--- config.mk ---
export PLATFORM = sky130hd
export DESIGN_NAME = json_string_unescape_utf8
export DESIGN_NICKNAME = d
export VERILOG_FILES = /design/src/rtl/jsu_pkg.sv /design/src/rtl/jsu_utf8.sv /design/src/rtl/jsu_decode.sv /design/src/rtl/jsu_out_buf.sv /design/src/rtl/json_string_unescape_utf8.sv
export SDC_FILE = /design/constraint.sdc
export NUM_CORES = 1
export LEC_CHECK = 0
export BUFFER_PORTS_ARGS = -buffer_cell sky130_fd_sc_hd__buf_2
export CAP_MARGIN = 20
export CORE_UTILIZATION = 45
export DETAILED_ROUTE_END_ITERATION = 12
export PLACE_DENSITY = 0.61
export REMOVE_ABC_BUFFERS = 1
export SLEW_MARGIN = 20
export SYNTH_ARGS = -nofsm -noshare
export SYNTH_HDL_FRONTEND = slang
export SYNTH_SLANG_ARGS = --single-unit
export TNS_END_PERCENT = 10
--- constraint.sdc ---
create_clock -name clk -period 8.9 [get_ports clk]
set_clock_uncertainty 0.2 [all_clocks]
set_input_delay 0.445 -clock clk [delete_from_list [all_inputs] [get_ports clk]]
set_output_delay 0.445 -clock clk [all_outputs]
set_load 0.01 [all_outputs]
--- src/rtl/jsu_pkg.sv ---
// types, constants and result helpers shared by the json string unescaper
// no dependencies; used by every module of the block
`timescale 1ns / 1ps

package jsu_pkg;

	// decoder phase, one-hot
	typedef enum logic [6:0] {
		PH_IDLE = 7'b0000001,
		PH_STR  = 7'b0000010,
		PH_ESC  = 7'b0000100,
		PH_HEX1 = 7'b0001000,
		PH_BSL  = 7'b0010000,
		PH_U    = 7'b0100000,
		PH_HEX2 = 7'b1000000
	} phase_t;

	typedef enum logic [1:0] {
		KIND_BYTE = 2'd0,
		KIND_DONE = 2'd1,
		KIND_ERR  = 2'd2
	} kind_t;

	typedef enum logic [3:0] {
		ERR_NO_QUOTE    = 4'd0,
		ERR_CTRL_CHAR   = 4'd1,
		ERR_OPEN_ESC    = 4'd2,
		ERR_BAD_ESC     = 4'd3,
		ERR_SHORT_HEX   = 4'd4,
		ERR_BAD_HEX     = 4'd5,
		ERR_LONE_HIGH   = 4'd6,
		ERR_BAD_LOW     = 4'd7,
		ERR_LONE_LOW    = 4'd8,
		ERR_OPEN_STRING = 4'd9
	} err_t;

	localparam logic [7:0] CH_QUOTE = 8'h22;
	localparam logic [7:0] CH_BSL   = 8'h5C;
	localparam logic [7:0] CH_SLASH = 8'h2F;
	localparam logic [7:0] CH_B     = 8'h62;
	localparam logic [7:0] CH_F     = 8'h66;
	localparam logic [7:0] CH_N     = 8'h6E;
	localparam logic [7:0] CH_R     = 8'h72;
	localparam logic [7:0] CH_T     = 8'h74;
	localparam logic [7:0] CH_U     = 8'h75;
	localparam logic [7:0] CH_SPACE = 8'h20;

	// top six bits of a high and a low surrogate
	localparam logic [5:0] SURR_HIGH = 6'b110110;
	localparam logic [5:0] SURR_LOW  = 6'b110111;
	// 0x10000 >> 10, added to the high surrogate bits
	localparam logic [10:0] PLANE_BASE = 11'h040;

	typedef struct packed {
		phase_t      phase;
		logic [1:0]  hex_cnt;
		logic [15:0] hex_acc;
		logic [9:0]  hi_bits;
		logic        bad_hex;
	} jsu_st_t;

	localparam jsu_st_t ST_IDLE = '{PH_IDLE, 2'd0, 16'd0, 10'd0, 1'b0};

	// all results caused by one input item, bytes[0] goes out first
	typedef struct packed {
		logic [2:0]       cnt;
		kind_t            kind;
		err_t             err;
		logic [3:0][7:0]  bytes;
	} jsu_res_t;

	function automatic jsu_res_t res_err(err_t e);
		jsu_res_t r;
		r       = '0;
		r.cnt   = 3'd1;
		r.kind  = KIND_ERR;
		r.err   = e;
		return r;
	endfunction

	function automatic jsu_res_t res_byte(logic [7:0] b);
		jsu_res_t r;
		r          = '0;
		r.cnt      = 3'd1;
		r.kind     = KIND_BYTE;
		r.bytes[0] = b;
		return r;
	endfunction

	function automatic jsu_res_t res_done();
		jsu_res_t r;
		r      = '0;
		r.cnt  = 3'd1;
		r.kind = KIND_DONE;
		return r;
	endfunction

endpackage

--- src/rtl/jsu_utf8.sv ---
// utf-8 encoder: code point to one to four bytes
// depends on jsu_pkg
`timescale 1ns / 1ps

module jsu_utf8 (
	input  logic [20:0]      cp,
	output logic [2:0]       cnt,
	output logic [3:0][7:0]  bytes
);
	import jsu_pkg::*;

	always_comb begin
		bytes = '0;
		if (cp[20:7] == 14'd0) begin
			cnt      = 3'd1;
			bytes[0] = {1'b0, cp[6:0]};
		end else if (cp[20:11] == 10'd0) begin
			cnt      = 3'd2;
			bytes[0] = {3'b110, cp[10:6]};
			bytes[1] = {2'b10, cp[5:0]};
		end else if (cp[20:16] == 5'd0) begin
			cnt      = 3'd3;
			bytes[0] = {4'b1110, cp[15:12]};
			bytes[1] = {2'b10, cp[11:6]};
			bytes[2] = {2'b10, cp[5:0]};
		end else begin
			cnt      = 3'd4;
			bytes[0] = {5'b11110, cp[20:18]};
			bytes[1] = {2'b10, cp[17:12]};
			bytes[2] = {2'b10, cp[11:6]};
			bytes[3] = {2'b10, cp[5:0]};
		end
	end

endmodule

--- src/rtl/jsu_decode.sv ---
// next-state and result logic for one input byte or end marker
// depends on jsu_pkg and jsu_utf8
`timescale 1ns / 1ps

module jsu_decode (
	input  jsu_pkg::jsu_st_t  cur,
	input  logic              mode,
	input  logic [7:0]        data_byte,
	output jsu_pkg::jsu_st_t  nxt,
	output jsu_pkg::jsu_res_t res
);
	import jsu_pkg::*;

	logic [3:0]       hex_val;
	logic             hex_bad;
	logic [15:0]      acc_new;
	logic             bad_new;
	logic             hex_full;
	logic             is_ws;
	logic [10:0]      plane;
	logic [20:0]      cp;
	logic [2:0]       enc_cnt;
	logic [3:0][7:0]  enc_bytes;
	jsu_res_t         res_cp;

	always_comb begin
		hex_val = 4'd0;
		hex_bad = 1'b0;
		if (data_byte inside {[8'h30:8'h39]}) begin
			hex_val = 4'(data_byte - 8'h30);
		end else if (data_byte inside {[8'h61:8'h66]}) begin
			hex_val = 4'(data_byte - 8'h57);
		end else if (data_byte inside {[8'h41:8'h46]}) begin
			hex_val = 4'(data_byte - 8'h37);
		end else begin
			hex_bad = 1'b1;
		end
	end

	assign acc_new  = {cur.hex_acc[11:0], hex_val};
	assign bad_new  = cur.bad_hex | hex_bad;
	assign hex_full = (cur.hex_cnt == 2'd3);
	assign is_ws    = (data_byte == CH_SPACE) || (data_byte inside {[8'h09:8'h0D]});

	// surrogate pair joins as ((high + 0x40) << 10) | low
	assign plane = {1'b0, cur.hi_bits} + PLANE_BASE;
	assign cp    = (cur.phase == PH_HEX2) ? {plane, acc_new[9:0]} : {5'd0, acc_new};

	jsu_utf8 u_utf8 (
		.cp    (cp),
		.cnt   (enc_cnt),
		.bytes (enc_bytes)
	);

	always_comb begin
		res_cp       = '0;
		res_cp.cnt   = enc_cnt;
		res_cp.kind  = KIND_BYTE;
		res_cp.bytes = enc_bytes;
	end

	always_comb begin
		nxt = cur;
		res = '0;
		if (mode) begin
			nxt = ST_IDLE;
			case (cur.phase)
				PH_IDLE: res = res_err(ERR_NO_QUOTE);
				PH_STR:  res = res_err(ERR_OPEN_STRING);
				PH_ESC:  res = res_err(ERR_OPEN_ESC);
				PH_HEX1: res = res_err(ERR_SHORT_HEX);
				PH_HEX2: res = res_err(ERR_SHORT_HEX);
				default: res = res_err(ERR_LONE_HIGH);
			endcase
		end else begin
			case (cur.phase)
				PH_IDLE: begin
					if (data_byte == CH_QUOTE) begin
						nxt.phase = PH_STR;
					end else if (!is_ws) begin
						nxt = ST_IDLE;
						res = res_err(ERR_NO_QUOTE);
					end
				end
				PH_STR: begin
					if (data_byte == CH_QUOTE) begin
						nxt = ST_IDLE;
						res = res_done();
					end else if (data_byte < CH_SPACE) begin
						nxt = ST_IDLE;
						res = res_err(ERR_CTRL_CHAR);
					end else if (data_byte == CH_BSL) begin
						nxt.phase = PH_ESC;
					end else begin
						res = res_byte(data_byte);
					end
				end
				PH_ESC: begin
					nxt.phase = PH_STR;
					case (data_byte)
						CH_QUOTE, CH_BSL, CH_SLASH: res = res_byte(data_byte);
						CH_B: res = res_byte(8'h08);
						CH_F: res = res_byte(8'h0C);
						CH_N: res = res_byte(8'h0A);
						CH_R: res = res_byte(8'h0D);
						CH_T: res = res_byte(8'h09);
						CH_U: begin
							nxt.phase   = PH_HEX1;
							nxt.hex_cnt = 2'd0;
							nxt.hex_acc = 16'd0;
							nxt.bad_hex = 1'b0;
						end
						default: begin
							nxt = ST_IDLE;
							res = res_err(ERR_BAD_ESC);
						end
					endcase
				end
				PH_HEX1, PH_HEX2: begin
					nxt.hex_acc = acc_new;
					nxt.bad_hex = bad_new;
					nxt.hex_cnt = cur.hex_cnt + 2'd1;
					if (hex_full) begin
						if (bad_new) begin
							nxt = ST_IDLE;
							res = res_err(ERR_BAD_HEX);
						end else if (cur.phase == PH_HEX1) begin
							if (acc_new[15:10] == SURR_HIGH) begin
								nxt.hi_bits = acc_new[9:0];
								nxt.phase   = PH_BSL;
							end else if (acc_new[15:10] == SURR_LOW) begin
								nxt = ST_IDLE;
								res = res_err(ERR_LONE_LOW);
							end else begin
								nxt.phase = PH_STR;
								res       = res_cp;
							end
						end else begin
							if (acc_new[15:10] != SURR_LOW) begin
								nxt = ST_IDLE;
								res = res_err(ERR_BAD_LOW);
							end else begin
								nxt.phase   = PH_STR;
								nxt.hi_bits = 10'd0;
								res         = res_cp;
							end
						end
					end
				end
				PH_BSL: begin
					if (data_byte == CH_BSL) begin
						nxt.phase = PH_U;
					end else begin
						nxt = ST_IDLE;
						res = res_err(ERR_LONE_HIGH);
					end
				end
				PH_U: begin
					if (data_byte == CH_U) begin
						nxt.phase   = PH_HEX2;
						nxt.hex_cnt = 2'd0;
						nxt.hex_acc = 16'd0;
						nxt.bad_hex = 1'b0;
					end else begin
						nxt = ST_IDLE;
						res = res_err(ERR_LONE_HIGH);
					end
				end
				default: nxt = ST_IDLE;
			endcase
		end
	end

endmodule

--- src/rtl/jsu_out_buf.sv ---
// result register: holds the results of one item and sends them one per transfer
// depends on jsu_pkg
`timescale 1ns / 1ps

module jsu_out_buf (
	input  logic               clk,
	input  logic               arst_n,
	input  logic               load,
	input  jsu_pkg::jsu_res_t  res,
	output logic               free,
	output logic               m_tvalid,
	input  logic               m_tready,
	output logic [15:0]        m_tdata,
	output logic [1:0]         m_tuser,
	output logic               m_tlast
);
	import jsu_pkg::*;

	logic      vld_q;
	logic [1:0] idx_q;
	jsu_res_t  res_q;
	logic      pop;
	logic      last_ent;

	assign pop      = vld_q && m_tready;
	assign last_ent = ({1'b0, idx_q} == (res_q.cnt - 3'd1));
	assign free     = !vld_q || (pop && last_ent);

	always_ff @(posedge clk or negedge arst_n) begin
		if (!arst_n) begin
			vld_q <= 1'b0;
			idx_q <= 2'd0;
		end else if (load) begin
			vld_q <= 1'b1;
			idx_q <= 2'd0;
		end else if (pop) begin
			if (last_ent) begin
				vld_q <= 1'b0;
			end
			idx_q <= idx_q + 2'd1;
		end
	end

	always_ff @(posedge clk) begin
		if (load) begin
			res_q <= res;
		end
	end

	assign m_tvalid = vld_q;
	assign m_tdata  = {4'd0, res_q.err, res_q.bytes[idx_q]};
	assign m_tuser  = res_q.kind;
	assign m_tlast  = last_ent;

endmodule

--- src/rtl/json_string_unescape_utf8.sv ---
// top level of the json string unescaper with utf-8 output
// depends on jsu_pkg, jsu_decode, jsu_utf8 and jsu_out_buf
`timescale 1ns / 1ps

// channel  | signals                         | contents
// ---------+---------------------------------+----------------------------------------
// input    | s_tvalid s_tready s_tdata s_tuser | s_tdata[7:0] data_byte, s_tuser[0] mode
// result   | m_tvalid m_tready m_tdata m_tuser | m_tdata[7:0] out_byte, [11:8] error_code,
//          | m_tlast                         | m_tuser[1:0] kind, m_tlast last
//
// an item is taken into the input register, decoded combinationally against the
// phase registers and its results land in the result register
// one item per cycle for items that give zero or one result while m_tready holds;
// an escape that encodes to n utf-8 bytes holds the decoder until the result
// register has drained all n bytes, one byte per transfer
// arst_n clears the phase registers and both valid flags; the block then waits
// for an opening quote
// a stall on the result side fills the input register, then drops s_tready

module json_string_unescape_utf8 (
	input  logic        clk,
	input  logic        arst_n,
	input  logic        s_tvalid,
	output logic        s_tready,
	input  logic [7:0]  s_tdata,   // [7:0] data_byte
	input  logic [0:0]  s_tuser,   // [0] mode
	output logic        m_tvalid,
	input  logic        m_tready,
	output logic [15:0] m_tdata,   // [7:0] out_byte, [11:8] error_code, [15:12] zero
	output logic [1:0]  m_tuser,   // [1:0] kind
	output logic        m_tlast
);
	import jsu_pkg::*;

	// input register
	logic       vld_s1;
	logic       mode_s1;
	logic [7:0] byte_s1;

	// decoder state
	jsu_st_t  st_q;
	jsu_st_t  st_nxt;
	jsu_res_t res;

	logic buf_free;
	logic fire;
	logic load;

	// decode the held item once the result register can take its results
	assign fire     = vld_s1 && buf_free;
	assign load     = fire && (res.cnt != 3'd0);
	assign s_tready = !vld_s1 || fire;

	always_ff @(posedge clk or negedge arst_n) begin
		if (!arst_n) begin
			vld_s1 <= 1'b0;
		end else if (s_tready) begin
			vld_s1 <= s_tvalid;
		end
	end

	always_ff @(posedge clk) begin
		if (s_tvalid && s_tready) begin
			mode_s1 <= s_tuser[0];
			byte_s1 <= s_tdata;
		end
	end

	always_ff @(posedge clk or negedge arst_n) begin
		if (!arst_n) begin
			st_q <= ST_IDLE;
		end else if (fire) begin
			st_q <= st_nxt;
		end
	end

	jsu_decode u_decode (
		.cur       (st_q),
		.mode      (mode_s1),
		.data_byte (byte_s1),
		.nxt       (st_nxt),
		.res       (res)
	);

	jsu_out_buf u_out_buf (
		.clk      (clk),
		.arst_n   (arst_n),
		.load     (load),
		.res      (res),
		.free     (buf_free),
		.m_tvalid (m_tvalid),
		.m_tready (m_tready),
		.m_tdata  (m_tdata),
		.m_tuser  (m_tuser),
		.m_tlast  (m_tlast)
	);

`ifndef SYNTHESIS
	// done and error results always stand alone
	a_single_status: assert property (@(posedge clk) disable iff (!arst_n)
		m_tvalid && (m_tuser != KIND_BYTE) |-> m_tlast)
		else $error("status result not marked last");

	// an error sends the decoder back to waiting for a quote
	a_err_idle: assert property (@(posedge clk) disable iff (!arst_n)
		fire && (res.cnt != 3'd0) && (res.kind == KIND_ERR) |=> st_q.phase == PH_IDLE)
		else $error("decoder not idle after error");

	// only utf-8 sequences produce several results
	a_multi_bytes: assert property (@(posedge clk) disable iff (!arst_n)
		fire && (res.cnt > 3'd1) |-> res.kind == KIND_BYTE)
		else $error("multi-result item is not a byte sequence");
`endif

endmodule
==> flow_summary.toml <==
[run_status]
status = "completed"

[global_route]
grt_use_total_pct = 24.1
grt_pass1_vias = 3968
grt_max_degree = 37
grt_antenna_before_repair = 0
overflow = 0
grt_pass1_wl_um = 21500

[routing]
ant_nets = 0
drc = 0
drt_iter0_markers = 417
vias = 4200
routedWlPerCell_um = 19.5
drt_first_pass_iters = 5
drt_wl_total_um = 13600
via_per_inst = 6.03

[flow_run]
maxCapViolCount = 0

[setup_path]
max_stage_delay_ns = 0.73
crit_path_frequent_cell = "a21oi_1"
cp_max_fo = 23
cpLargestDelayFamily = "simple AND/OR/NAND/NOR gates"
end_kind = "register"
cp_data_arrival_time_ns = 4.12
worst-path-buf-inv = 1
worstPathRequired_ns = 8.76
regToRegSetupSlack_ns = 4.64
worstSetupPathType = "register to register"
path_cells = "or4b_2, a21oi_1, a21oi_1, nor3_2, nand3_1, a21boi_4, buf_16"
critPathSlowestCell = "a21boi_4"
start_kind = "register"

[cells_and_area]
areaGrowthSynthToFinish_pct = 9.14
antennaDiodeCount = 0
finalNetCount = 570
drive_above_1_share_pct = 15.2

[min_path]
hp-class = "input pin to asynchronous set/reset pin"

[power]
pwr-share-seq_pct = 40.6
ir_worst_vdd_mv = 0.155
p_per_area_nw_per_um2 = 247
intPower_uw = 907
netSwitchingFraction_pct = 35.8
leakage_nw = 2.17
total_power_mw = 1.41
combPwrFrac_pct = 33.4
clockPowerShare_pct = 26.0
p_switching_uw = 505

[place]
pre_cts_ws_ns = 4.64
gp_congestion = 0.923
dp_hpwl_um = 10300
port_buffers = 29

[logic_synthesis]
yosysWarnings = 0
synth.distinct_cells = 82
synth_edf_count = 47
avgSynthCellArea_um2 = 9.75
async_reset_ff_share_pct = 43.4
netlist_instances = 538
ys_seq_elements = 83
synth_flop_cell = "edfxtp_1"
ys_seq_area_share_pct = 44.1
syn_area_um2 = 5250

[clock_tree]
worstSkewPairLatency_ns = 0.35
cts.htree.levels = 3
clock-root-buffer = "clkbuf_16"
clock_path_buffers = 2
postCtsSetupBuffers = 0
cts_hold_buf = 0
cts_resized = 0
cts_tree = "yes"
cts_made_buffers = 9
path_clk_slew_ns = 0.06
cts.sinks = 83

[sta]
finalMaxSlewViolations = 0
setup_ws_ns = 4.64
finalCritPeriodShare_pct = 47.9
rsz0062_at_grt = "false"
setup_viol = 0
timing.setup.tns_ns = 0
hold_viol = 0
fmax_ghz = 0.235
worst_pin_slew_ns = 0.916
relSlewSlack_pct = 38.7
final.min_clock_period_ns = 4.26

[floorplan]
core_um2 = 11400
ioPinCount = 34
std_cell_rows = 39
die_height_um = 110
dieArea_um2 = 12100
die_w_um = 110
initial_core_util_pct = 46.1
worst reg2reg max path: cells and delay by family (launching register included):
family	cells	cell delay, ns
and+or+nand+nor	3	1.68
buffers and inverters	1	0.25
DFF	1	0.56
AOI/OAI and AO/OA	3	1.28
final timing paths:
check,startpoint,end,cells after the start
worst max-delay path,byte_s1[4],u_out_buf.res_q[28],7
worst min register to register,vld_s1,u_out_buf.m_tvalid,1
max in group asynchronous,arst_n,u_out_buf.idx_q[1],1
worst min-delay path,arst_n,st_q[5],1
worst max register to register,byte_s1[4],u_out_buf.res_q[28],7
min in group clk,s_tdata[5],byte_s1[5],1
cells in the final DEF, fill, tap and decap left out, types with 5 or more instances in the layout:
cell type,instances
clkbuf_16,9
mux4_2,7
and2_1,6
nand2b_1,7
buf_2,29
nor2_1,49
xor2_1,8
edfxtp_1,47
nor3_1,14
mux2i_1,12
nand2_1,58
ha_1,8
mux2_2,11
nor4_1,6
or4_1,5
nor4b_1,5
a211oi_1,6
inv_1,26
dfrtp_1,35
a22oi_1,9
o211ai_1,6
a21oi_1,25
o21ai_0,27
mux2_1,5
and3_1,6
xnor2_1,5
nor2_2,6
nand3_1,15
final cells by class:
class	count	area, um2
clock buffer	10	229
clock inverter	6	63.8
fill	1093	5650
inverter	27	101
multi-input combinational	395	2640
sequential	83	2310
tap	143	179
timing repair buffer	33	195
synthesized netlist by cell type (all sizes together) (7+ instances only):
| cell | instances | area share [%] |
|---|---|---|
| nand2 | 58 | 4.2 |
| nor2 | 55 | 4.2 |
| edfxtp | 47 | 27 |
| dfrtp | 35 | 17 |
| o21ai | 29 | 2.8 |
| inv | 26 | 1.9 |
| a21oi | 25 | 2.4 |
| buf | 24 | 3.1 |
| mux2 | 16 | 3.4 |
| nand3 | 15 | 1.4 |
| nor3 | 15 | 1.5 |
| clkbuf | 12 | 0.86 |
| mux2i | 12 | 2.3 |
| a22oi | 9 | 1.3 |
| ha | 8 | 1.9 |
| xor2 | 8 | 1.3 |
| mux4 | 7 | 3.0 |
| nand2b | 7 | 0.83 |
| nor4 | 7 | 1.1 |
routing by layer:
| layer | share of wire [%] | track usage [%] | wire length, um | up-vias |
|---|---|---|---|---|
| met2 | 46 | 37.7 | 6250 | 146 |
| met3 | 6.1 | 5.75 | 837 | 26 |
| met5 | 0 | 0 | 0 | - |
| li1 | - | - | - | 2006 |
| met1 | 46 | 32.3 | 6240 | 2022 |
| met4 | 2.2 | 9.24 | 303 | 0 |
registers in the layout, summed over array words and instances, names as in the netlist:
name / count
st_q: 32
u_out_buf.res_q: 32
byte_s1: 8
u_out_buf.m_tdata: 4
u_out_buf.idx_q: 2
u_out_buf.m_tuser: 2
mode_s1: 1
u_out_buf.m_tvalid: 1
vld_s1: 1
power groups by stage:
| stage | clock network (mW) | logic (mW) | registers, mW |
|---|---|---|---|
| floorplan | 0 | 0.327 | 0.561 |
| global placement | 0 | 0.455 | 0.580 |
| detailed placement | 0 | 0.468 | 0.581 |
| CTS | 0.377 | 0.469 | 0.574 |
| global route | 0.391 | 0.523 | 0.587 |
| finish | 0.367 | 0.472 | 0.573 |
stage by stage:
stage,util (%),std cells,instance area (um2),hold slack [ns]
after floorplan,-,505,5050,-0.0506
after CTS,50.3,697,5720,0.0554
final,50.3,697,5720,0.0163
after detailed placement,47.8,681,5430,0.289
after global routing,50.3,697,5720,0.0609
after global placement,47.5,680,5400,0.282
cell families (layout without fill, tap and decap cells):
group,count (synthesis),count (layout),synth area share [%]
adders and majority gates,8,8,1.91
xor gates and xnor gates,13,13,2.17
and+or+nand+nor,215,215,21.9
muxes,35,35,8.73
buffers and inverters,63,76,5.94
other,1,4,0.0715
DFF,83,83,44.1
AOI/OAI and AO/OA,120,120,15.2
No activity file was read; power rests on OpenSTA's default activity.
